`config.mk`:
```
export PLATFORM = sky130hd
export DESIGN_NAME = shade_threshold_controller
export DESIGN_NICKNAME = d
export VERILOG_FILES = /design/src/rtl/stc_pkg.sv /design/src/rtl/stc_parser.sv /design/src/rtl/stc_eval.sv /design/src/rtl/shade_threshold_controller.sv
export SDC_FILE = /design/constraint.sdc
export NUM_CORES = 1
export LEC_CHECK = 0
export BUFFER_PORTS_ARGS = -buffer_cell sky130_fd_sc_hd__buf_2
export CORE_ASPECT_RATIO = 1.2
export CORE_MARGIN = 5
export CORE_UTILIZATION = 49
export CTS_BUF_LIST = sky130_fd_sc_hd__clkbuf_8
export DETAILED_ROUTE_END_ITERATION = 8
export PLACE_DENSITY = 0.78
export RECOVER_POWER = 25
export SYNTH_ARGS = -nofsm -noshare
export SYNTH_HDL_FRONTEND = slang
export SYNTH_SLANG_ARGS = --single-unit
```
`constraint.sdc`:
```
create_clock -name aclk -period 6.8 [get_ports aclk]
set_input_delay 1.02 -clock aclk [delete_from_list [all_inputs] [get_ports aclk]]
set_output_delay 1.02 -clock aclk [all_outputs]
set_load 0.1 [all_outputs]
```
`src/rtl/stc_pkg.sv`:
```
// shared types, constants and helpers for the shade threshold controller
`timescale 1ns / 1ps

package stc_pkg;

    // field widths
    localparam int unsigned BYTE_W  = 8;
    localparam int unsigned ADC_W   = 10;
    localparam int unsigned ECHO_W  = 16;
    localparam int unsigned LEVEL_W = 16;
    localparam int unsigned TEMP_W  = 9;
    localparam int unsigned LIGHT_W = 8;
    localparam int unsigned DIST_W  = 14;
    localparam int unsigned STOP_W  = 10;

    // packed bus widths
    localparam int unsigned S_DATA_W = 48;
    localparam int unsigned M_DATA_W = 40;

    // request kinds carried on tuser
    localparam logic OP_SERIAL   = 1'b0;
    localparam logic OP_EVALUATE = 1'b1;

    // command and digit characters
    localparam logic [BYTE_W-1:0] CHAR_ZERO   = 8'h30;
    localparam logic [BYTE_W-1:0] CHAR_ONE    = 8'h31;
    localparam logic [BYTE_W-1:0] CHAR_TWO    = 8'h32;
    localparam logic [BYTE_W-1:0] CHAR_THREE  = 8'h33;
    localparam logic [BYTE_W-1:0] CHAR_SEVEN  = 8'h37;
    localparam logic [BYTE_W-1:0] CHAR_EIGHT  = 8'h38;

    // reset values
    localparam logic [LEVEL_W-1:0] TEMP_CLOSE_RST  = 16'd24;
    localparam logic [LEVEL_W-1:0] TEMP_OPEN_RST   = 16'd16;
    localparam logic [LEVEL_W-1:0] LIGHT_CLOSE_RST = 16'd60;
    localparam logic [LEVEL_W-1:0] LIGHT_OPEN_RST  = 16'd16;
    localparam logic [LEVEL_W-1:0] MAN_DIST_RST    = 16'd20;
    localparam logic [LEVEL_W-1:0] MAN_DIST_ONE    = 16'd5;
    localparam logic [LEVEL_W-1:0] MAN_DIST_TWO    = 16'd10;
    localparam logic [STOP_W-1:0]  CLOSE_STOP_RST  = 10'd5;

    // conversion factors (adc * factor / 1024)
    localparam logic [8:0] TEMP_SCALE  = 9'd500;
    localparam logic [7:0] LIGHT_SCALE = 8'd150;
    localparam logic [TEMP_W-1:0] TEMP_OFFSET = 9'd50;
    localparam int unsigned SCALE_SHIFT = 10;

    // thresholds and mode shared by parser and evaluator
    typedef struct packed {
        logic [LEVEL_W-1:0] temp_close;
        logic [LEVEL_W-1:0] temp_open;
        logic [LEVEL_W-1:0] light_close;
        logic [LEVEL_W-1:0] light_open;
        logic [LEVEL_W-1:0] manual_dist;
        logic               manual;
    } levels_t;

    // one result item
    typedef struct packed {
        logic [DIST_W-1:0]  distance;
        logic [LIGHT_W-1:0] light_level;
        logic [TEMP_W-1:0]  temperature;
        logic               moving_pulse;
        logic               green_on;
        logic               red_on;
    } result_t;

    // sign extend a 16-bit level for exact compare
    function automatic logic signed [LEVEL_W+1:0] sx_level(input logic [LEVEL_W-1:0] v);
        sx_level = {{2{v[LEVEL_W-1]}}, v};
    endfunction

endpackage

```
`src/rtl/stc_parser.sv`:
```
// serial command parser holding thresholds, manual distance and mode
`timescale 1ns / 1ps

module stc_parser (
    input  logic                         aclk,
    input  logic                         aresetn,
    input  logic                         step,          // serial byte being processed
    input  logic [stc_pkg::BYTE_W-1:0]   rx_byte,
    input  logic [stc_pkg::DIST_W-1:0]   last_distance,
    output stc_pkg::levels_t             levels
);

    typedef enum logic [3:0] {
        PEND_NONE   = 4'b0001,
        PEND_THRESH = 4'b0010,
        PEND_DIST   = 4'b0100,
        PEND_MANUAL = 4'b1000
    } pend_t;

    localparam logic [3:0] CNT_TEMP_CLOSE  = 4'd2;
    localparam logic [3:0] CNT_TEMP_OPEN   = 4'd4;
    localparam logic [3:0] CNT_LIGHT_CLOSE = 4'd6;
    localparam logic [3:0] CNT_LIGHT_OPEN  = 4'd8;
    localparam logic [3:0] CNT_DIST_DONE   = 4'd3;

    stc_pkg::levels_t               levels_reg, levels_next;
    pend_t                          pend_reg, pend_next;
    logic [3:0]                     count_reg, count_next;
    logic [stc_pkg::LEVEL_W-1:0]    held_reg, held_next;

    logic [stc_pkg::LEVEL_W-1:0]    digit;
    logic [stc_pkg::LEVEL_W-1:0]    held_base;
    logic [stc_pkg::LEVEL_W-1:0]    pushed;
    logic [3:0]                     count_inc;

    // decimal accumulate, wrapping at 16 bits
    always_comb begin
        digit     = {8'd0, rx_byte} - {8'd0, stc_pkg::CHAR_ZERO};
        held_base = (pend_reg == PEND_THRESH && !count_reg[0]) ? '0 : held_reg;
        pushed    = (held_base << 3) + (held_base << 1) + digit;
        count_inc = count_reg + 4'd1;
    end

    // command sequencing
    always_comb begin
        levels_next = levels_reg;
        pend_next   = pend_reg;
        count_next  = count_reg;
        held_next   = held_reg;
        if (step) begin
            case (pend_reg)
                PEND_THRESH: begin
                    held_next  = pushed;
                    count_next = count_inc;
                    case (count_inc)
                        CNT_TEMP_CLOSE:  levels_next.temp_close  = pushed;
                        CNT_TEMP_OPEN:   levels_next.temp_open   = pushed;
                        CNT_LIGHT_CLOSE: levels_next.light_close = pushed;
                        CNT_LIGHT_OPEN: begin
                            levels_next.light_open = pushed;
                            pend_next  = PEND_NONE;
                            count_next = '0;
                        end
                        default: ;
                    endcase
                end
                PEND_DIST: begin
                    held_next  = pushed;
                    count_next = count_inc;
                    if (count_inc >= CNT_DIST_DONE) begin
                        levels_next.manual_dist = pushed;
                        pend_next  = PEND_NONE;
                        count_next = '0;
                    end
                end
                PEND_MANUAL: begin
                    levels_next.manual = (rx_byte != '0);
                    if (rx_byte == 8'd1) begin
                        levels_next.manual_dist = {2'b00, last_distance};
                    end
                    pend_next  = PEND_NONE;
                    count_next = '0;
                end
                default: begin
                    case (rx_byte)
                        stc_pkg::CHAR_ONE: begin
                            levels_next.manual      = 1'b1;
                            levels_next.manual_dist = stc_pkg::MAN_DIST_ONE;
                        end
                        stc_pkg::CHAR_TWO: begin
                            levels_next.manual      = 1'b1;
                            levels_next.manual_dist = stc_pkg::MAN_DIST_TWO;
                        end
                        stc_pkg::CHAR_THREE: begin
                            levels_next.manual = 1'b0;
                            pend_next  = PEND_THRESH;
                            count_next = '0;
                            held_next  = '0;
                        end
                        stc_pkg::CHAR_SEVEN: begin
                            levels_next.manual = 1'b1;
                            pend_next  = PEND_DIST;
                            count_next = '0;
                            held_next  = '0;
                        end
                        stc_pkg::CHAR_EIGHT: begin
                            pend_next  = PEND_MANUAL;
                            count_next = '0;
                        end
                        default: ;
                    endcase
                end
            endcase
        end
    end

    // state registers
    always_ff @(posedge aclk) begin
        if (!aresetn) begin
            levels_reg.temp_close  <= stc_pkg::TEMP_CLOSE_RST;
            levels_reg.temp_open   <= stc_pkg::TEMP_OPEN_RST;
            levels_reg.light_close <= stc_pkg::LIGHT_CLOSE_RST;
            levels_reg.light_open  <= stc_pkg::LIGHT_OPEN_RST;
            levels_reg.manual_dist <= stc_pkg::MAN_DIST_RST;
            levels_reg.manual      <= 1'b0;
            pend_reg  <= PEND_NONE;
            count_reg <= '0;
            held_reg  <= '0;
        end else begin
            levels_reg <= levels_next;
            pend_reg   <= pend_next;
            count_reg  <= count_next;
            held_reg   <= held_next;
        end
    end

    assign levels = levels_reg;

endmodule

```
`src/rtl/stc_eval.sv`:
```
// sensor conversion and close/open rule with held indicator state
`timescale 1ns / 1ps

module stc_eval (
    input  logic                          aclk,
    input  logic                          aresetn,
    input  logic                          step,         // request being processed
    input  logic                          evaluate,     // request is an evaluation
    input  logic [stc_pkg::ADC_W-1:0]     temp_adc,
    input  logic [stc_pkg::ADC_W-1:0]     light_adc,
    input  logic [stc_pkg::ECHO_W-1:0]    echo_count,
    input  logic [stc_pkg::STOP_W-1:0]    close_stop_distance,
    input  stc_pkg::levels_t              levels,
    output stc_pkg::result_t              result,
    output logic [stc_pkg::DIST_W-1:0]    last_distance
);

    logic                           red_reg, red_next;
    logic                           green_reg, green_next;
    logic [stc_pkg::DIST_W-1:0]     last_dist_reg, last_dist_next;

    logic [18:0]                    temp_prod;
    logic [17:0]                    light_prod;
    logic [stc_pkg::TEMP_W-1:0]     temp_raw;
    logic [stc_pkg::TEMP_W-1:0]     temp_val;
    logic [stc_pkg::LIGHT_W-1:0]    light_val;
    logic [stc_pkg::DIST_W-1:0]     dist_val;
    logic signed [17:0]             t_s, l_s, d_s, dm_s;
    logic                           close_hit, open_hit;
    logic                           pulse;

    // fixed point conversions
    always_comb begin
        temp_prod  = 19'(temp_adc) * 19'(stc_pkg::TEMP_SCALE);
        light_prod = 18'(light_adc) * 18'(stc_pkg::LIGHT_SCALE);
        temp_raw   = temp_prod[stc_pkg::SCALE_SHIFT +: stc_pkg::TEMP_W];
        temp_val   = (temp_raw >= stc_pkg::TEMP_OFFSET) ? temp_raw - stc_pkg::TEMP_OFFSET : '0;
        light_val  = light_prod[stc_pkg::SCALE_SHIFT +: stc_pkg::LIGHT_W];
        dist_val   = echo_count[stc_pkg::ECHO_W-1:2];
    end

    // close/open decision on signed levels
    always_comb begin
        t_s  = signed'({9'd0, temp_val});
        l_s  = signed'({10'd0, light_val});
        d_s  = signed'({4'd0, dist_val});
        dm_s = stc_pkg::sx_level(levels.manual_dist);
        close_hit = (!levels.manual &&
                     (l_s >= stc_pkg::sx_level(levels.light_close) ||
                      t_s >= stc_pkg::sx_level(levels.temp_close))) ||
                    (levels.manual && d_s > dm_s + 18'sd1);
        open_hit  = (!levels.manual &&
                     (l_s <= stc_pkg::sx_level(levels.light_open) ||
                      t_s <= stc_pkg::sx_level(levels.temp_open))) ||
                    (levels.manual && d_s < dm_s - 18'sd1);
    end

    // indicator update
    always_comb begin
        red_next       = red_reg;
        green_next     = green_reg;
        last_dist_next = last_dist_reg;
        pulse          = 1'b0;
        if (evaluate) begin
            last_dist_next = dist_val;
            if (close_hit) begin
                red_next   = 1'b1;
                green_next = 1'b0;
                pulse      = dist_val > {4'd0, close_stop_distance};
            end else if (open_hit) begin
                red_next   = 1'b0;
                green_next = 1'b1;
                pulse      = d_s < dm_s;
            end
        end
    end

    // held state
    always_ff @(posedge aclk) begin
        if (!aresetn) begin
            red_reg       <= 1'b0;
            green_reg     <= 1'b0;
            last_dist_reg <= '0;
        end else if (step) begin
            red_reg       <= red_next;
            green_reg     <= green_next;
            last_dist_reg <= last_dist_next;
        end
    end

    // result of this request
    always_comb begin
        result.red_on       = red_next;
        result.green_on     = green_next;
        result.moving_pulse = pulse;
        result.temperature  = evaluate ? temp_val : '0;
        result.light_level  = evaluate ? light_val : '0;
        result.distance     = evaluate ? dist_val : '0;
    end

    assign last_distance = last_dist_reg;

endmodule

```
`src/rtl/shade_threshold_controller.sv`:
```
// top level of the shade threshold controller
`timescale 1ns / 1ps

// Takes one request per clock on the s_ stream and gives one result per
// request on the m_ stream, passing through the input register and then the
// result register: the conversion, threshold compare and command decode run
// in a single pass between the two registers. Full rate holds as
// long as m_tready stays high; a stalled result register holds the input
// register too, and s_tready drops once both are full. A serial request
// (tuser 0) feeds the command parser and returns the held red/green state
// with the other fields zero; an evaluate request (tuser 1) converts the
// readings, applies the close/open rule and updates the held indicators.
// Write close_stop_distance only while no request is in flight.

module shade_threshold_controller (
    input  logic                              aclk,
    input  logic                              aresetn,
    // request in
    input  logic                              s_tvalid,
    output logic                              s_tready,
    input  logic [stc_pkg::S_DATA_W-1:0]      s_tdata,   // rx_byte, temp_adc, light_adc, echo_count
    input  logic                              s_tuser,   // operation
    // result out
    output logic                              m_tvalid,
    input  logic                              m_tready,
    output logic [stc_pkg::M_DATA_W-1:0]      m_tdata,   // red_on, green_on, moving_pulse,
                                                         // temperature, light_level, distance
    // close stop distance write
    input  logic                              cfg_valid,
    output logic                              cfg_ready,
    input  logic [stc_pkg::STOP_W-1:0]        cfg_data
);

    logic                           in_valid_reg, in_valid_next;
    logic                           in_op_reg;
    logic [stc_pkg::BYTE_W-1:0]     in_byte_reg;
    logic [stc_pkg::ADC_W-1:0]      in_temp_reg;
    logic [stc_pkg::ADC_W-1:0]      in_light_reg;
    logic [stc_pkg::ECHO_W-1:0]     in_echo_reg;

    logic                           out_valid_reg, out_valid_next;
    stc_pkg::result_t               out_data_reg;

    logic [stc_pkg::STOP_W-1:0]     stop_dist_reg;

    logic                           out_free;
    logic                           advance;
    logic                           take;
    stc_pkg::levels_t               levels;
    stc_pkg::result_t               result;
    logic [stc_pkg::DIST_W-1:0]     last_distance;

    // handshake
    assign out_free  = !out_valid_reg || m_tready;
    assign advance   = in_valid_reg && out_free;
    assign s_tready  = !in_valid_reg || out_free;
    assign take      = s_tvalid && s_tready;
    assign cfg_ready = 1'b1;

    always_comb begin
        in_valid_next = in_valid_reg;
        if (take) begin
            in_valid_next = 1'b1;
        end else if (advance) begin
            in_valid_next = 1'b0;
        end
        out_valid_next = out_valid_reg;
        if (advance) begin
            out_valid_next = 1'b1;
        end else if (m_tready) begin
            out_valid_next = 1'b0;
        end
    end

    // control registers
    always_ff @(posedge aclk) begin
        if (!aresetn) begin
            in_valid_reg  <= 1'b0;
            out_valid_reg <= 1'b0;
            stop_dist_reg <= stc_pkg::CLOSE_STOP_RST;
        end else begin
            in_valid_reg  <= in_valid_next;
            out_valid_reg <= out_valid_next;
            if (cfg_valid && cfg_ready) begin
                stop_dist_reg <= cfg_data;
            end
        end
    end

    // input register
    always_ff @(posedge aclk) begin
        if (take) begin
            in_op_reg    <= s_tuser;
            in_byte_reg  <= s_tdata[7:0];
            in_temp_reg  <= s_tdata[17:8];
            in_light_reg <= s_tdata[27:18];
            in_echo_reg  <= s_tdata[43:28];
        end
    end

    // command parser
    stc_parser u_parser (
        .aclk          (aclk),
        .aresetn       (aresetn),
        .step          (advance && in_op_reg == stc_pkg::OP_SERIAL),
        .rx_byte       (in_byte_reg),
        .last_distance (last_distance),
        .levels        (levels)
    );

    // evaluator
    stc_eval u_eval (
        .aclk                (aclk),
        .aresetn             (aresetn),
        .step                (advance),
        .evaluate            (in_op_reg == stc_pkg::OP_EVALUATE),
        .temp_adc            (in_temp_reg),
        .light_adc           (in_light_reg),
        .echo_count          (in_echo_reg),
        .close_stop_distance (stop_dist_reg),
        .levels              (levels),
        .result              (result),
        .last_distance       (last_distance)
    );

    // result register
    always_ff @(posedge aclk) begin
        if (advance) begin
            out_data_reg <= result;
        end
    end

    assign m_tvalid = out_valid_reg;
    assign m_tdata  = {6'd0, out_data_reg};

endmodule
```
# Word-level counts from Yosys, hierarchy flattened
# Index checks and enable logic that the tools add are counted.
# W data, S select, Z words.
# word_totals
regBits,211
latchBits,0
mem_bits_rw,0
rom_bits,0
inputBits,64
out_inout_bits,43
elab_cells,135
mem_count,0
# classes
addsub,7
mul,2
div,0
magnitude_cmp,10
eq_ne,16
n_shift,0
mux,30
n_bitwise,4
n_reduce_logical,40
# op_table
operator,count
$pmux W16 S3,1
$eq A8 B6 Y1 const B,5
$pmux W4 S3,3
$mul A10 B7 Y17 const B,2
$add A16 B16 Y16,2
$mux W16,2
$pmux W16 S2,1
$mux W15,2
$pmux W15 S2,1
$mux W4,5
$gt A15 B18 Y1,1
$lt A15 B18 Y1,1
$reduce_and A3 Y1,6
$add A16 B2 Y17 const B,1
$sub A16 B2 Y17 const B,1
$ge A10 B16 Y1,1
$ge A9 B16 Y1,1
$le A10 B16 Y1,1
$le A9 B16 Y1,1
$lt A15 B16 Y1,1
$gt A14 B10 Y1,1
$eq A4 B3 Y1 const B,3
$mux W1,12
$ge A9 B6 Y1 const B,1
other kinds (25),53

# Logic depth before layout (Yosys ltp)
# Gate-level depths: netlist of the first run.
# logic_depth
depth_word,10
ltp_mapped,30
mapped_depth_nobuf,30

# Cells and area by module
# From an unflattened synthesis of the first run, not the netlist that was laid out.
# hier_totals
cells_unflattened,1598
area_unflattened_um2,14796.7
# modules_own_cells
mod,instances,cells_each,area_per_inst_um2,seq_area_each_um2
stc_eval,1,812,6500.0,320.3
stc_parser,1,656,5393.9,2082.0
shade_threshold_controller,1,130,2902.8,2612.5

# Worst setup path before layout of the first run
# OpenSTA, ideal clock, no wires.
# synth_timing
path_type,register -> register
startpoint,reg in_temp_reg[3] (netlist bit)
endpoint,"reg out_data_reg (netlist bit m_tdata[0]), data pin"
setup_time_ns,0.254
t_arrival_ns,6.534
t_required_ns,6.546
slack_ns,0.012
path_stages_with_launch,26
path_buffers,0
period_less_slack_ns,6.788
cell_sequence,edfxtp_1 > inv_1 > fa_1 > fa_1 > fa_1 > fa_1 > inv_1 > ha_1 > and2_1 > a31o_1 > nor3_2 > nor2_1 > xnor2_1 > nand3b_1 > a2111oi_4 > nand2b_1 > ha_1 > nand2b_1 > a21o_1 > a21o_1 > a211oi_1 > o21bai_1 > a2111oi_0 > o211ai_1 > and4_1 > a21o_1
# synth_between
elab_chain_len,10
elab_cells_between_ends,15
cone_classes,add/sub (1); mul (1); order compare (3); mux (4); reduce/logical (6)
# synth_rtl
element,line_no,source
start: declaration,shade_threshold_controller.sv:37,logic [stc_pkg::ADC_W-1:0] in_temp_reg;
start signal: assignment,shade_threshold_controller.sv:95,in_temp_reg <= s_tdata[17:8];
$mul A10 B7 Y17 (*),stc_eval.sv:34,temp_prod = 19'(temp_adc) * 19'(stc_pkg::TEMP_SCALE);
$sub A9 B6 Y9 / $ge A9 B6 Y1 (equally long branches),stc_eval.sv:37,temp_val = (temp_raw >= stc_pkg::TEMP_OFFSET) ? temp_raw - stc_pkg::TEMP_OFFSET : '0;
$mux W9 (*),stc_eval.sv:37,
$le A10 B16 Y1,stc_eval.sv:54,t_s <= stc_pkg::sx_level(levels.temp_open))) ||
$logic_or A1 B1 Y1,stc_eval.sv:53,(l_s <= stc_pkg::sx_level(levels.light_open) ||
$logic_and A1 B1 Y1,stc_eval.sv:52,open_hit = (!levels.manual &&
$logic_or A1 B1 Y1,stc_eval.sv:54,
$mux W1,stc_eval.sv:70,end else if (open_hit) begin
$mux W1 (*),stc_eval.sv:66,if (close_hit) begin
$mux W1 (*),stc_eval.sv:64,if (evaluate) begin
named net u_eval.red_next,stc_eval.sv:18,"logic red_reg, red_next;"
end signal: assignment,shade_threshold_controller.sv:129,out_data_reg <= result;
end: declaration,shade_threshold_controller.sv:42,stc_pkg::result_t out_data_reg;
# The timed path passes the listed nets; every way through them passes the cells marked *.
# A chain may end at the register's enable or synchronous reset.

# Worst setup path in the final report of the first run
# layout_timing
startpoint,reg in_temp_reg[2] (netlist bit)
endpoint,"reg out_data_reg (netlist bit m_tdata[1]), data pin"
# layout_between
elab_chain_len,10
elab_cells_between_ends,15
cone_classes,add/sub (1); mul (1); order compare (3); mux (4); reduce/logical (6)
# layout_rtl
element,line_no,source
$mul A10 B7 Y17 (*),stc_eval.sv:34,
$sub A9 B6 Y9 / $ge A9 B6 Y1 (equally long branches),stc_eval.sv:37,
$mux W9 (*),stc_eval.sv:37,
"named net u_eval.temp_val, one bit",stc_eval.sv:25,logic [stc_pkg::TEMP_W-1:0] temp_val;
$le A10 B16 Y1,stc_eval.sv:54,
$logic_or A1 B1 Y1,stc_eval.sv:53,
$logic_and A1 B1 Y1,stc_eval.sv:52,
$logic_or A1 B1 Y1,stc_eval.sv:54,
$mux W1,stc_eval.sv:70,
$mux W1 (*),stc_eval.sv:66,
$mux W1 (*),stc_eval.sv:64,
named net u_eval.green_next,stc_eval.sv:19,"logic green_reg, green_next;"
# Marks and branches as above.

==> metrics, run 1 <==
status=complete, but fails checks; failing checks=capacitance limit, slew limit; Cell Area, Placed=15500 sq um; minimum clock period=6740 ps; crit path buf inv count=6; largest family of logic cells by synthesized area=adder cells; via/cell ratio=5.49; Slew HR=-0.545; slowest CP cell=fa_2; CP required=7100 ps; Max Slew Vio Count=75; crit path max fanout=3; Die W=166 um; Final HPWL DP=24900 um; Cell variety after synth=74; total gr overflow=0; Setup TNS Final=0 ps; clock buffer depth=3; mux contribution to synthesized area=0.00976; final-report setup violation count=0; initial DRC count=696; nets@finish=2030; final core utilization=0.581; crit-path max cell delay=560 ps; Syn Area/Cell=9.15 sq um; P&R area growth vs syn=16.8%; Synth top area share=0.184; FF-to-FF setup slack=60 ps; Remaining DRCs=0; crit-path leading delay family=adder cells; largest net degree at the start of global routing=93; number of failing hold endpoints at the final stage=0; drt wl/cell=16.2 um; HP Class=reg2reg; power per cell area=423 nW/um^2; yosys warns=0; number of cells after detailed placement=2053; FF+latch count, synth=209; ranking of synthesized cells by area=dfxtp_1 18%, ha_1 16%, edfxtp_1 16%, fa_1 7.1%, inv_1 4.3%; Worst Tran Pin Value=2320 ps; clk root buf=clkbuf_8; Clk Latency, worst-skew pair=540 ps; sequential-to-total area share from yosys stat=0.345; Synth Area in Simple Gates=0.169; maximum clock rate=0.148 GHz; core box area=28800 sq um; adder-cell share of the synthesized area=0.236; hold buffers post-CTS=0; global-route wire length before repair=56400 um; ant diodes=0; routability cong.=0.888; detailed-route via count=11700; EDFF count, synth=77; RSZ-0062 raised after global routing=yes; post-synthesis compound-gate area fraction=0.140; CTS tree=built; die height=197 um; Clock transition at path regs=60 ps; Total Wirelength=34700 um; VDD IR max=0.328 mV; layout cells sized above 1=0.166; Period Utilization, post-route=0.991; clock sink count=209; Clock Skew=18.5 ps; CP dominant cell by count=buf_4; Final Non-Filler Cells=2139; crit path DAT=7030 ps; Post-DRT Antenna Nets=0; Worst setup SP type=register; Leak=0.00732 uW; Pre-antenna DRT Iters=5; Synth Instances=1568; cell row count=68; max cap viols=2; ys async rst share=0; Inserted Clock Buffers=38; Initial Util=0.498; die area=32800 sq um; commonest register cell after synthesis=dfxtp_1; Port Buf Inserts=93; fin area=16800 sq um; crit end category=register; vias in the first global route=11900; dominant cell type by area after synthesis=dfxtp_1; WS Path Type=reg2reg; antenna violations before repair=0; max FFs per register=81; H-tree Lvls=2; Global Route Usage Sum=0.204; synthesized cell area=14400 sq um; I/O pin total=107; Synth Area in XOR/XNOR=0.0378
==> per-layer routing <==
layer  vias up  track usage  part of all wire
li1       5760            -                 -
met5         -            0                 0
met3       104       0.0280             0.049
met4         0       0.0909             0.041
met1      5545        0.241              0.41
met2       340        0.372              0.50
==> final timing paths <==
check / endpoint / cells past startpoint / startpoint
max: m_tdata[1]$_DFFE_PP_ / 28 / in_temp_reg[2]$_DFFE_PP_
min: u_parser.levels[66]$_SDFFE_PN0P_ / 2 / u_parser.levels[66]$_SDFFE_PN0P_
max reg2reg: m_tdata[1]$_DFFE_PP_ / 28 / in_temp_reg[2]$_DFFE_PP_
min reg2reg: u_parser.levels[66]$_SDFFE_PN0P_ / 2 / u_parser.levels[66]$_SDFFE_PN0P_
==> where the power goes <==
group | leakage, uW | switching [uW] | internal [uW] | total [uW]
Combinational | 0.00505 | 2380 | 1980 | 4360
Clock | 0.000469 | 530 | 737 | 1270
Sequential | 0.00181 | 41.9 | 1410 | 1450
==> logic make-up after synthesis <==
group	after synthesis
flip-flops	209
XOR/XNOR	62
adder cells (fa/ha/maj)	240
buffers and inverters	225
other	2
multiplexers	14
AND/OR/NAND/NOR	499
AO/OA/AOI/OAI	317
==> area by class of cell <==
cell class / count / area (sq um)
clock inverter: 18 / 136
fill: 2488 / 12100
sequential: 209 / 4950
timing repair buffer: 171 / 1050
inverter: 167 / 627
tap: 385 / 482
clock buffer: 50 / 688
multi-input combinational: 1139 / 8820
==> timing repair <==
| action | in CTS | in global routing |
|---|---|---|
| gates resized for setup | 33 | 24 |
| pin swaps | 39 | 23 |
| setup endpoints to repair | 5 | 5 |
| setup buffers | 8 | 10 |
==> worst register-to-register path: cells and delay by family, from the launching register on <==
kind                       cells  cell delay (ps)
buffers and inverters          6              740
DFF                            1              420
adders and majority gates      6             2320
AOI/OAI and AO/OA              7             1470
and+or+nand+nor                7             1160
xor gates and xnor gates       2              410
==> cell usage after synthesis (all sizes together), types with 21 or more instances <==
cell    instances
nand3          45
o21ai          52
inv           165
a211oi         21
dfxtp         132
a21oi         123
clkbuf         45
and2           37
ha            189
xnor2          44
fa             51
nor2          149
nor3           24
edfxtp         77
nand2         142
==> per-stage QoR <==
| step | hold WS, ps | total power (uW) | setup slack, ps |
|---|---|---|---|
| 5_1_grt | 465 | 7630 | -235 |
| 2_1_floorplan | 432 | 4040 | 11.9 |
| 6_report | 455 | 7090 | 64.4 |
| 4_1_cts | 454 | 6800 | 4.27 |
| 3_3_place_gp | 440 | 4940 | -135 |
| 3_5_place_dp | 445 | 5080 | -295 |
==> cell usage in the layout, fill, tap and decap left out, drive strengths merged, types with 5 or more instances in the layout <==
| cell type | Yosys | routed |
|---|---|---|
| ha | 189 | 189 |
| inv | 165 | 178 |
| buf | 13 | 166 |
| nor2 | 149 | 149 |
| nand2 | 142 | 142 |
| dfxtp | 132 | 132 |
| a21oi | 123 | 123 |
| edfxtp | 77 | 77 |
| clkbuf | 45 | 55 |
| o21ai | 52 | 52 |
| fa | 51 | 51 |
| nand3 | 45 | 45 |
| xnor2 | 44 | 44 |
| and2 | 37 | 37 |
| nor3 | 24 | 24 |
| a211oi | 21 | 21 |
| a21o | 19 | 19 |
| o211ai | 19 | 19 |
| xor2 | 18 | 18 |
| o21a | 17 | 17 |
| nand4 | 17 | 17 |
| mux2i | 14 | 14 |
| nand2b | 14 | 14 |
| nor4 | 13 | 13 |
| nor2b | 11 | 11 |
| a22oi | 11 | 11 |
| and3 | 10 | 10 |
| or3 | 10 | 10 |
| a31oi | 8 | 8 |
| conb | 2 | 7 |
| a221oi | 6 | 6 |
| a211o | 5 | 5 |
| nand3b | 5 | 5 |
| o31ai | 5 | 5 |
| nor4b | 5 | 5 |
| o41ai | 5 | 5 |
| clkinv | 2 | 5 |
(Power assumes the default switching activity.)
==> inputs of run 2 (changes only) <==
- GPL_TIMING_DRIVEN: not set -> 0
==> run 2 against run 1 <==
Against the previous run: sequential power barely moved; register-to-register slack got worse by 180 ps; total power is 5.4% higher; critical path depth is 1 lower; non-clock buffer count increased by 34; critical endpoint is now m_tdata[0]$_DFFE_PP_; clock skew increased by 6.3 ps; via count increased by 3.9%; the run ends with capacitance limit, slew limit, setup timing left; global-route usage is 1.6 points higher.
==> metrics, run 2 (same netlist as run 1, synthesis figures left out) <==
status=complete, but fails checks; failing checks=capacitance limit, slew limit, setup timing; Sw Ratio=0.442 (+0.0260); max FFs per register=81 (unchanged); commonest non-fill, non-tap cells in the layout=178 x ha_1, 169 x inv_1, 139 x nand2_1; Period Utilization, post-route=1.02 (+0.0269); crit path launch=in_temp_reg[1]$_DFFE_PP_; Clock transition at path regs=70 ps (about the same); RSZ-0062 raised after global routing=yes; WS Path Type=reg2reg; vias in the first global route=12400 (+4.0%); via/cell ratio=5.61 (+2.2%); Worst setup SP type=register; Remaining DRCs=0 (unchanged); sw power=3300 uW (+12%); CTS tree=built; Cell Area, Placed=15300 sq um (-1.1%); drt wl/cell=17.5 um (+7.7%); Max Slew Vio Count=22 (-71%); Initial Util=0.498 (unchanged); Global Route Usage Sum=0.220 (+0.0158); ant diodes=0 (unchanged); Clock Skew=24.7 ps (+6.26 ps); cell row count=68 (unchanged); VDD IR max=0.346 mV (+5.4%); Worst Tran Pin Value=1640 ps (-676 ps); Total Wirelength=38000 um (+9.5%); power per cell area=438 nW/um^2 (+3.7%); I/O pin total=107 (unchanged); maximum clock rate=0.145 GHz (-2.6%); FF-to-FF setup slack=-120 ps (-180 ps); Slew HR=-0.0946 (+0.450); Final HPWL DP=26800 um (+7.5%); setup slack after layout=-118 ps (-183 ps); antenna violations before repair=0 (unchanged); crit path DAT=7210 ps (+180 ps); Reg power frac=0.195 (-0.010); HP Class=reg2reg; area of the multi-input gates=9080 sq um (+2.9%); nets@finish=2065 (+1.7%); clock sink count=209 (unchanged); Int Power=4160 uW (+0.67%); Post-DRT Antenna Nets=0 (unchanged); Clock Power Share=0.156 (-0.023); largest net degree at the start of global routing=37 (-60%); Leak=0.00734 uW (+0.22%); crit end category=register; Pre-antenna DRT Iters=5 (unchanged); initial DRC count=851 (+22%); max cap viols=1 (-1); P&R area growth vs syn=18.7%; die area=32800 sq um (unchanged); Die W=166 um (unchanged); clk root buf=clkbuf_8; Clk Latency, worst-skew pair=560 ps (+20 ps); WHS=450 ps (-5.26 ps); Register Area=4950 sq um (unchanged); Inserted Clock Buffers=39 (+2.6%); detailed-route via count=12200 (+3.9%); RR Endpoint=m_tdata[0]$_DFFE_PP_; H-tree Lvls=2 (unchanged); Setup crit end=m_tdata[0]$_DFFE_PP_; Port Buf Inserts=92 (-1.1%); FILL cells=2418 (-2.8%); final-report setup violation count=4 (+4); routability cong.=0.894 (+0.66%); FF-to-FF Start=in_temp_reg[1]$_DFFE_PP_; fin area=17000 sq um (+1.6%); die height=197 um (unchanged); Worst R2R Path Depth=27 (-3.6%); commonest non-fill, non-tap cell in the layout=ha_1; crit path max fanout=5 (+2); global-route wire length before repair=59700 um (+5.9%); Combinational Power Share=0.649 (+0.033); minimum clock period=6920 ps (+183 ps); clock buffer depth=3 (unchanged); CP required=7100 ps (about the same); core box area=28800 sq um (unchanged); total gr overflow=0 (unchanged); layout cells sized above 1=0.178 (+0.0113); number of failing hold endpoints at the final stage=0 (unchanged)
==> run 2: cell count changes in the layout (fill, tap and decap cells not counted), sizes merged <==
cell,change
clkinv,+5
inv,+1
buf,-7
bufinv,-2
clkinvlp,+2
clkbuf,+36
==> run 2: power by group through the flow <==
| stage | clock network, uW | logic [uW] | registers, uW |
|---|---|---|---|
| floorplan | 0 | 2280 | 1760 |
| global placement | 0 | 3150 | 1480 |
| detailed placement | 0 | 3260 | 1480 |
| CTS | 1180 | 4040 | 1460 |
| global route | 1250 | 5220 | 1460 |
| finish | 1160 | 4850 | 1460 |
==> run 2: what timing repair did <==
action,4_1_cts,5_1_grt
endpoints found under the setup margin,5,5
hold buffers,0,0
setup buffers,35,20
pin swaps,42,48
resized for setup,63,47
==> run 2: stage by stage <==
| step | setup slack [ps] | utilization | TNS, ps | std cells | power [uW] |
|---|---|---|---|---|---|
| detailed placement | -829 | 0.532 | -3750 | 2051 | 4740 |
| finish | -118 | 0.591 | -360 | 2174 | 7470 |
| global route | -317 | 0.591 | -1390 | 2174 | 7930 |
| CTS | 5.52 | 0.577 | 0 | 2155 | 6680 |
| floorplan | 11.9 | - | 0 | 1573 | 4040 |
| global placement | -655 | 0.531 | -2820 | 2050 | 4630 |
==> run 2: area by class of cell <==
cell class                      instances  share of cell area
Multi-Input combinational cell       1139               0.533
Sequential cell                       209               0.291
Timing Repair Buffer                  148              0.0522
Inverter                              167              0.0369
Clock buffer                           45              0.0364
Tap cell                              385              0.0283
Buffer                                 57              0.0151
Clock inverter                         24             0.00720
==> run 2: worst min path at each step <==
stage | start | end | cells after the start
final | u_parser.levels[66]$_SDFFE_PN0P_ | u_parser.levels[66]$_SDFFE_PN0P_ | 2
after floorplan | u_parser.levels[47]$_SDFFE_PN0P_ | u_parser.levels[47]$_SDFFE_PN0P_ | 2
after global placement | u_parser.levels[75]$_SDFFE_PN0P_ | u_parser.levels[75]$_SDFFE_PN0P_ | 2
after detailed placement | u_parser.levels[79]$_SDFFE_PN0P_ | u_parser.levels[79]$_SDFFE_PN0P_ | 2
after global routing | u_eval.last_distance[5]$_SDFFE_PN0P_ | u_eval.last_distance[5]$_SDFFE_PN0P_ | 2
after CTS | u_parser.levels[79]$_SDFFE_PN0P_ | u_parser.levels[79]$_SDFFE_PN0P_ | 2
==> run 2: layer usage <==
layer  wire length (um)  up-vias  track usage
met3               2330      151       0.0400
met5                  0        -            0
li1                   -     5830            -
met2              19100      451        0.398
met4               1970        0        0.114
met1              14600     5770        0.249
==> run 2: worst max-delay path, cell delays in order, from the launching register on <==
cell       delay [ps]
edfxtp_1          470
buf_4             180
fa_2              560
xor2_2             80
ha_2              320
inv_1              50
fa_1              520
inv_1              60
fa_1              480
ha_4              300
o21ai_4            70
a221o_1           360
nand3b_1          190
xnor2_2           170
ha_4              170
nand3b_1          130
a2111oi_4         440
nand2b_4          220
ha_4              190
nand2b_4          120
a21o_1            150
a21o_1            170
a211oi_2          220
o21bai_1          120
a2111oi_2         380
o211ai_1          170
and4_4            220
a21o_1            150
==> inputs of run 3 (changes only) <==
- PLACE_DENSITY: 0.78 -> 0.75
- clock period: 6.8 -> 7.3 ns (I/O delays scaled with it)
==> run 3 against run 2 <==
Against the previous run: the flow finishes with violations (capacitance limit, slew limit); fmax down 2.0%; critical path depth decreased by 2; final cell count shrank 1.4%; highest routed layer unchanged; critical endpoint unchanged; flip-flop and latch count unchanged; global-route usage decreased by 0.97 points; sequential power decreased by 7%; register-to-register slack improved by 360 ps; final area decreased by 3.0%; first-iteration DRC count fell by 17%; clock power decreased by 3%; core utilization shrank 1.7 points.
==> metrics, run 3 (same netlist as run 1, synthesis figures left out) <==
drt wl/cell=16.8 um (-3.8%); fin area=16500 sq um (-3.0%); number of failing hold endpoints at the final stage=0 (unchanged); crit end category=register; core box area=28800 sq um (unchanged); status=complete, but fails checks; setup slack after layout=237 ps (+355 ps); ant diodes=0 (unchanged); commonest non-fill, non-tap cells in the layout=184 x ha_1, 168 x inv_1, 142 x nand2_1; Post-DRT Antenna Nets=0 (unchanged); P&R area growth vs syn=15.2%; Min-Delay Startpoint=u_parser.levels[67]$_SDFFE_PN0P_; RR Endpoint=m_tdata[0]$_DFFE_PP_; minimum clock period=7060 ps (+145 ps); WHS=458 ps (+7.96 ps); die height=197 um (unchanged); FF-to-FF Start=in_temp_reg[3]$_DFFE_PP_; pre-CTS WS=-287 ps (+542 ps); largest net degree at the start of global routing=37 (unchanged); Final Non-Filler Cells=2144 (-1.4%); cell row count=68 (unchanged); Global Route Usage Sum=0.210 (-0.00967); Final HPWL DP=26700 um (-0.15%); Port Buf Inserts=92 (unchanged); Cell Area, Placed=15300 sq um (unchanged); commonest non-fill, non-tap cell in the layout=ha_1; max cap viols=2 (+1); failing checks=capacitance limit, slew limit; Total Wirelength=36100 um (-5.1%); final core utilization=0.573 (-0.0174); Worst Tran Pin Value=1660 ps (+14.2 ps); total gr overflow=0 (unchanged); Remaining DRCs=0 (unchanged); WS Path Type=reg2reg; HP Class=reg2reg; Clk Latency, worst-skew pair=540 ps (-20 ps); hold path cells=2 (unchanged); Worst setup SP type=register; maximum clock rate=0.142 GHz (-2.0%); via/cell ratio=5.50 (-2.1%); vias in the first global route=11800 (-4.6%); global-route wire length before repair=57200 um (-4.2%); crit path max fanout=6 (+1); die area=32800 sq um (unchanged); Clock transition at path regs=60 ps (about the same); FF-to-FF setup slack=240 ps (+360 ps); Clock Skew=30.0 ps (+5.22 ps); VDD IR max=0.322 mV (-7.0%); clock buffer depth=3 (unchanged); Slew HR=-0.103 (-0.00882); Die W=166 um (unchanged); power per cell area=373 nW/um^2 (-15%); antenna violations before repair=0 (unchanged); CP required=7570 ps (+470 ps); Period Utilization, post-route=0.968 (-0.0499); nets@finish=2035 (-1.5%); final-report setup violation count=0 (-4); CTS tree=built; routability cong.=0.920 (+3.0%); clk root buf=clkbuf_8; Leak=0.00716 uW (-2.5%); initial DRC count=704 (-17%); H-tree Lvls=2 (unchanged); Worst R2R Path Depth=25 (-7.4%); layout cells sized above 1=0.140 (-0.0379); number of cells after detailed placement=2051 (unchanged); Inserted Clock Buffers=39 (unchanged); Pre-antenna DRT Iters=5 (unchanged); Max Slew Vio Count=26 (+18%); Initial Util=0.498 (unchanged); clock sink count=209 (unchanged); Hold EP=u_parser.levels[67]$_SDFFE_PN0P_; crit path DAT=7330 ps (+120 ps); max FFs per register=81 (unchanged); I/O pin total=107 (unchanged); detailed-route via count=11800 (-3.4%)
==> run 3: through the flow <==
stage	total power (uW)	TNS [ps]
2_1_floorplan	3760	0
3_3_place_gp	4330	-594
3_5_place_dp	4450	-1020
4_1_cts	5660	0
5_1_grt	6620	-504
6_report	6160	0
==> run 3: power by group <==
part / switching (uW) / internal, uW
sequential: 40.3 / 1320
clock: 496 / 628
combinational: 2170 / 1510
total: 2710 / 3460
==> run 3: per-layer routing <==
metal  vias to the layer above  routed length, um  global-route usage  part of all wire
li1                       5771                  -                   -                 -
met1                      5597              14600               0.244              0.40
met2                       328              18500               0.393              0.51
met3                        86               1800              0.0320             0.050
met4                         0               1220              0.0782             0.034
met5                         -                  0                   0                 0
==> run 3: final cells by class <==
cell class / instances / area, sq um
Tap cell: 385 / 482
Timing Repair Buffer: 117 / 644
Buffer: 58 / 269
Fill cell: 2602 / 12300
Sequential cell: 209 / 4950
Multi-Input combinational cell: 1139 / 8780
Inverter: 167 / 627
Clock inverter: 21 / 116
Clock buffer: 48 / 661
==> run 3: what timing repair did <==
action / in CTS / in global routing
endpoints found under the setup margin: 5 / 5
hold buffers: 0 / 0
pin swaps: 2 / 20
setup buffers: 2 / 22
resized for setup: 4 / 47
==> run 3: how the worst max path moves through the flow <==
stage | startpoint | end | slack, ps
after floorplan | in_temp_reg[3]$_DFFE_PP_ | m_tdata[0]$_DFFE_PP_ | 510
after global placement | in_temp_reg[4]$_DFFE_PP_ | m_tdata[0]$_DFFE_PP_ | -200
after detailed placement | in_temp_reg[4]$_DFFE_PP_ | m_tdata[0]$_DFFE_PP_ | -290
after CTS | in_temp_reg[4]$_DFFE_PP_ | m_tdata[0]$_DFFE_PP_ | 1
after global routing | in_temp_reg[3]$_DFFE_PP_ | m_tdata[0]$_DFFE_PP_ | -180
final | in_temp_reg[3]$_DFFE_PP_ | m_tdata[0]$_DFFE_PP_ | 240
==> run 3: worst max-delay path: stages (launching register included) <==
cell and delay [ps]:
edfxtp_1 470, inv_2 140, fa_1 450, fa_1 510, fa_1 520, inv_1 50, fa_1 460, ha_2 410
nand2_1 130, a211oi_4 290, nor3_4 110, o31a_1 330, buf_4 160, nor4_4 370, a2111oi_4 150, buf_4 170
buf_4 150, nor2_1 210, ha_1 280, a21o_1 170, a211oi_2 220, o21bai_1 120, a2111oi_2 300, o211ai_1 200
and4_1 270, a21o_1 160
